### config.mk
export PLATFORM = sky130hd
export DESIGN_NAME = fac_chain
export DESIGN_NICKNAME = d
export VERILOG_FILES = /design/src/fac_pkg.sv /design/src/fac_cell.sv /design/src/fac_chain.sv
export SDC_FILE = /design/constraint.sdc
export NUM_CORES = 2
export LEC_CHECK = 0
export BUFFER_PORTS_ARGS = -buffer_cell sky130_fd_sc_hd__buf_2
export CAP_MARGIN = 10
export CORE_ASPECT_RATIO = 0.9
export CORE_MARGIN = 2
export CORE_UTILIZATION = 30
export DETAILED_ROUTE_END_ITERATION = 12
export SLEW_MARGIN = 20
export SYNTH_ARGS = -nofsm -noshare
export SYNTH_HDL_FRONTEND = slang
export SYNTH_SLANG_ARGS = --single-unit
### constraint.sdc
create_clock -name clk -period 1.6 [get_ports clk]
set_input_delay 0.08 -clock clk [delete_from_list [all_inputs] [get_ports clk]]
set_output_delay 0.08 -clock clk [all_outputs]
set_load 0.005 [all_outputs]
### src/fac_pkg.sv
// shared types, constants and helper functions for the fully associative cache
package fac_pkg;

    localparam int LINES      = 64;
    localparam int LINE_W     = (LINES > 1) ? $clog2(LINES) : 1;
    localparam int WORDS      = 4;
    localparam int SEL_W      = 2;
    localparam int ADDR_W     = 32;
    localparam int DATA_W     = 32;
    localparam int TAG_W      = ADDR_W - SEL_W;
    localparam int SLOT_W     = 6;
    localparam int LFSR_W     = 16;
    localparam int VIC_W      = LFSR_W + LINE_W;

    localparam logic [LFSR_W-1:0] LFSR_SEED = 16'hACE1;

    typedef enum logic [1:0] {
        OP_READ  = 2'd0,
        OP_FILL  = 2'd1,
        OP_INVAL = 2'd2,
        OP_WRITE = 2'd3
    } op_e;

    typedef struct packed {
        op_e               op;
        logic [ADDR_W-1:0] addr;
        logic [DATA_W-1:0] line_word0;
        logic [DATA_W-1:0] line_word1;
        logic [DATA_W-1:0] line_word2;
        logic [DATA_W-1:0] line_word3;
    } cache_in_t;

    typedef struct packed {
        logic [DATA_W-1:0] read_word;
        logic              miss;
        logic [SLOT_W-1:0] slot;
    } cache_out_t;

    // lookup token that walks the cell row
    typedef struct packed {
        logic              active;
        logic [TAG_W-1:0]  tag;
        logic              hit;
        logic [LINE_W-1:0] hit_idx;
        logic              free;
        logic [LINE_W-1:0] free_idx;
    } search_t;

    // tag/valid update broadcast to the cells
    typedef struct packed {
        logic              fill;
        logic              inval;
        logic [LINE_W-1:0] idx;
        logic [TAG_W-1:0]  tag;
    } cell_wr_t;

    function automatic logic [SLOT_W-1:0] to_slot(input logic [LINE_W-1:0] idx);
        logic [LINE_W+SLOT_W-1:0] ext;
        ext = {{SLOT_W{1'b0}}, idx};
        return ext[SLOT_W-1:0];
    endfunction

    // fibonacci lfsr, taps 16 14 13 11, shifting right
    function automatic logic [LFSR_W-1:0] lfsr_step(input logic [LFSR_W-1:0] l);
        logic fb;
        fb = l[0] ^ l[2] ^ l[3] ^ l[5];
        return {fb, l[LFSR_W-1:1]};
    endfunction

endpackage

### src/fac_cell.sv
// one cache line cell: holds tag and valid, checks the passing lookup token
module fac_cell (
    input  logic                        clk,
    input  logic                        rst_n,
    input  logic [fac_pkg::LINE_W-1:0]  my_idx,
    input  fac_pkg::search_t            search_in,
    output fac_pkg::search_t            search_out,
    input  fac_pkg::cell_wr_t           wr
);
    import fac_pkg::*;

    logic              valid_reg;
    logic              valid_next;
    logic [TAG_W-1:0]  tag_reg;
    logic [TAG_W-1:0]  tag_next;
    search_t           out_reg;
    search_t           out_next;
    logic              wr_hit;

    assign wr_hit = (wr.idx == my_idx);

    always_comb
    begin
        valid_next = valid_reg;
        tag_next   = tag_reg;
        if (wr.fill && wr_hit)
        begin
            valid_next = 1'b1;
            tag_next   = wr.tag;
        end
        else if (wr.inval && wr_hit)
        begin
            valid_next = 1'b0;
        end
    end

    always_comb
    begin
        out_next = search_in;
        if (search_in.active)
        begin
            // lowest index wins: only claim if no earlier cell did
            if (!search_in.hit && valid_reg && (tag_reg == search_in.tag))
            begin
                out_next.hit     = 1'b1;
                out_next.hit_idx = my_idx;
            end
            if (!search_in.free && !valid_reg)
            begin
                out_next.free     = 1'b1;
                out_next.free_idx = my_idx;
            end
        end
    end

    always_ff @(posedge clk or negedge rst_n)
    begin
        if (!rst_n)
        begin
            valid_reg <= 1'b0;
            out_reg   <= '0;
        end
        else
        begin
            valid_reg <= valid_next;
            out_reg   <= out_next;
        end
    end

    always_ff @(posedge clk)
    begin
        tag_reg <= tag_next;
    end

    assign search_out = out_reg;

endmodule

### src/fac_chain.sv
// row of line cells with the lookup token passed from cell to cell
module fac_chain (
    input  logic                 clk,
    input  logic                 rst_n,
    input  fac_pkg::search_t     head,
    output fac_pkg::search_t     tail,
    input  fac_pkg::cell_wr_t    wr
);
    import fac_pkg::*;

    search_t link [LINES+1];

    assign link[0] = head;

    for (genvar i = 0; i < LINES; i++)
    begin : g_cell
        fac_cell u_cell (
            .clk        (clk),
            .rst_n      (rst_n),
            .my_idx     (LINE_W'(i)),
            .search_in  (link[i]),
            .search_out (link[i+1]),
            .wr         (wr)
        );
    end

    assign tail = link[LINES];

endmodule

==> summary.md <==
| Metric | Value |
|---|---|
| Total power | 254 mW |
| # setup viols final | 126 |
| Critical Path Slowest Stage Cell | dfrtp_1 |
| Slew Limit Fails | 0 |
| Crit-path max FO | 7 |
| Violations in the final reports | negative setup slack |
| Leak | 79.8 nW |
| RePlAce Congestion | 0.795 |
| Port-buffer cells | 129 |
| Htree depth | 5 |
| Global route overflow | 0 |
| Worst Path Required | 2.51 ns |
| Worst relative slew slack | 54.5% |
| GRT Resource Usage Total | 14.2% |
| Post-synthesis sequential area ratio | 81.5% |
| Cell variety after synth | 32 |
| Main synth FF type | dfrtp_1 |
| M3 GR Usage | 2.04% |
| Starting Density | 30.1% |
| Initial antenna violation count | 49 |
| Hold crit path type | in -> reg |
| Pwr/cell area | 1280 mW/mm² |
| Synth area leaders | dfrtp_1 46%, edfxtp_1 36%, xor2_1 6.8% |
| Largest stage delay on the critical path | 0.40 ns |
| Die H | 699 µm |
| Max_cap viols | 0 |
| Final Skew | 0.114 ns |
| DR pass1 iterations | 5 |
| Die area | 0.543 mm² |
| Clk Tree Root Cell | clkbuf_16 |
| Type of origin of the critical path | flop |
| Syn nets | 8852 |
| Dpl hpwl | 267000 µm |
| First-pass GRT wire length | 571000 µm |
| Final hold vios | 0 |
| Avg Cell Area, Syn | 18.4 µm² |
| Period minus WS final | 1.81 ns |
| DRC errors left | 0 |
| Busiest layer in global routing | met2 |
| Area of the mapped netlist | 0.161 mm² |
| Largest area contributor in the netlist | dfrtp_1 |
| Max reg flops | 2880 |
| Vias | 77.2k |
| YS warnings | 0 |
| #FFs+latches synth | 4864 |
| Clk buf depth | 4 |
| Total Wirelength | 389000 µm |
| Most frequent cells after synthesis | 2944 x dfrtp_1, 1920 x edfxtp_1, 1260 x xor2_1 |
| CTS clk-pin slew, worst paths | 0.06 ns |
| Buf/Inv on CP | 2 |
| Mapped Cells | 8767 |
| Fmax | 551 MHz |
| Max VDD drop | 1080 µV |
| Worst-Margin Slew | 0.682 ns |
| Final worst slack | -0.214 ns |
| Setup crit end kind | flop |
| Cts bufs inserted | 437 |
| Final Non-Filler Cells | 17.9k |
| Worst skew pair latency | 1.03 ns |
| RSZ-0062 raised after global routing | true |
| Crit path max-delay family | simple AND/OR/NAND/NOR gates |
| Num ports | 130 |
| EDFF count, synth | 1920 |
| Status | finished, violations left |
| FFs w/ async S/R, synth | 60.5% |
| Post-synth top area share | 45.7% |
| Total clock sinks | 4864 |
| Final net count | 10.5k |
| Critical-path cell list | xor2_1 -> nor4_2 -> buf_4 -> nand4_1 -> buf_6 -> o21a_1 |
| Wire length per cell | 21.8 µm |
| Core Box Area | 0.536 mm² |
| Vias/cell | 4.31 |
| DR iter-0 viols | 6988 |
| Cell with the most instances after synthesis | dfrtp_1 |
| Placed cells | 16.8k |
| CP Class | reg -> reg |
| Largest net degree at the start of global routing | 104 |
| WP data arrival | 2.73 ns |
| Tcrit/Tclk final | 113% |
| Die width | 777 µm |
| Syn-to-layout area delta | 23.3% |
| Number of global-route vias before repair | 80.8k |
| Share of layout cells above drive strength 1 | 21.1% |
| Fill count | 49.0k |
| CTS tree | built |
| Grt met2 use | 22.7% |
| Core Rows | 255 |
| Antenna Nets Post-Route | 0 |
| Met1 global-route usage | 20.7% |
[what timing repair did]
| item | CTS | global route |
|---|---|---|
| hold buffers | 152 | 0 |
| pin swaps | 244 | 182 |
| gates cloned | 0 | 2 |
| endpoints found under the setup margin | 310 | 576 |
| endpoints found under the hold margin | 5526 | 0 |
| resized for setup | 129 | 159 |
| buffers inserted | 48 | 43 |
[where the power goes]
part / switching, mW / leakage (nW) / internal [mW] / total, mW
Combinational: 6.01 / 19.4 / 4.11 / 10.1
Clock: 46.3 / 7.25 / 60.9 / 107
Sequential: 2.76 / 53.2 / 134 / 136
[stage by stage]
stage          util (%)  TNS (ns)  setup slack (ns)  cell area, µm²  hold WS (ns)
2_1_floorplan         -   -243.38            -0.264          162000        -0.216
3_3_place_gp       33.6    -82.57            -0.270          180000        0.0549
3_5_place_dp       33.6    -78.48            -0.301          180000        0.0584
4_1_cts            36.9    -18.70            -0.224          198000       0.00285
5_1_grt            37.1    -25.34            -0.307          199000        0.0320
6_report           37.1     -7.00            -0.214          199000        0.0383
[path summary, 6_finish.rpt]
path,start,to,slack [ns],cells after the start
max,g_cell[56].u_cell.search_out[35],g_cell[57].u_cell.search_out[8],-0.21,6
min,wr[30],g_cell[43].u_cell.valid_reg,0.04,5
max reg2reg,g_cell[56].u_cell.search_out[35],g_cell[57].u_cell.search_out[8],-0.21,6
min reg2reg,g_cell[7].u_cell.search_out[31],g_cell[8].u_cell.search_out[31],0.32,0
max in group asynchronous,rst_n,g_cell[35].u_cell.search_out[20],0.18,6
min in group asynchronous,rst_n,g_cell[20].u_cell.search_out[44],0.39,4
[per-layer routing]
metal  vias up  wire length, µm
met4         0             7300
met1     40600           176000
met3       485            22500
met5         -                0
li1      34100                -
met2      1984           183000
[layout make-up]
type	count	area, µm²	area share (%)
Clock inverter	177	2200	1.11
Tap cell	7067	8840	4.45
Sequential cell	4864	131000	66.1
Clock buffer	651	12700	6.37
Timing Repair Buffer	1247	12400	6.26
Antenna cell	8	20.0	0.0101
Multi-Input combinational cell	3870	31300	15.8
[kinds of logic (layout without fill, tap and decap cells)]
logic type / count (synthesis) / after routing / share of synthesized area, %
compound gates: 576 / 576 / 2.48
xor+xnor: 1920 / 1920 / 10.4
buf+inv: 33 / 2075 / 0.0970
flops: 4864 / 4864 / 81.5
other cells: 0 / 8 / 0
simple gates: 1374 / 1374 / 5.54
[placed cells by master, fill, tap and decap left out, types with 19 or more instances in the layout]
| master | synthesis | final |
|---|---|---|
| dfrtp_1 | 2944 | 2925 |
| edfxtp_1 | 1920 | 1920 |
| xor2_1 | 1260 | 1255 |
| buf_4 | 0 | 722 |
| xnor2_1 | 660 | 631 |
| clkbuf_16 | 0 | 452 |
| nand4_1 | 239 | 239 |
| buf_12 | 0 | 212 |
| nor4_1 | 294 | 199 |
| or2_2 | 192 | 192 |
| nor2b_1 | 192 | 192 |
| o21bai_1 | 198 | 181 |
| dlygate4sd3_1 | 0 | 145 |
| clkbuf_1 | 15 | 135 |
| nand2b_1 | 128 | 128 |
| o21ai_0 | 114 | 113 |
| buf_2 | 13 | 98 |
| nor4_2 | 2 | 96 |
| o21a_1 | 96 | 96 |
| a21boi_1 | 90 | 68 |
| clkbuf_8 | 0 | 66 |
| nor2_1 | 130 | 65 |
| clkinv_2 | 0 | 65 |
| buf_6 | 2 | 65 |
| a21o_1 | 58 | 58 |
| nand3b_1 | 46 | 46 |
| nor4_4 | 42 | 43 |
| nor3_1 | 42 | 40 |
| bufinv_16 | 0 | 35 |
| nor2_4 | 0 | 33 |
| nor2_2 | 0 | 32 |
| clkinv_1 | 0 | 32 |
| xnor2_2 | 0 | 29 |
| a21boi_2 | 0 | 24 |
| nand3_1 | 30 | 20 |
| dfrtp_2 | 0 | 19 |
[worst reg2reg max path: stages (launching register included)]
cell     delay, ns
dfrtp_1       0.40
xor2_1        0.16
nor4_2        0.35
buf_4         0.18
nand4_1       0.23
buf_6         0.24
o21a_1        0.16
Power figures use the tool's default switching activity.
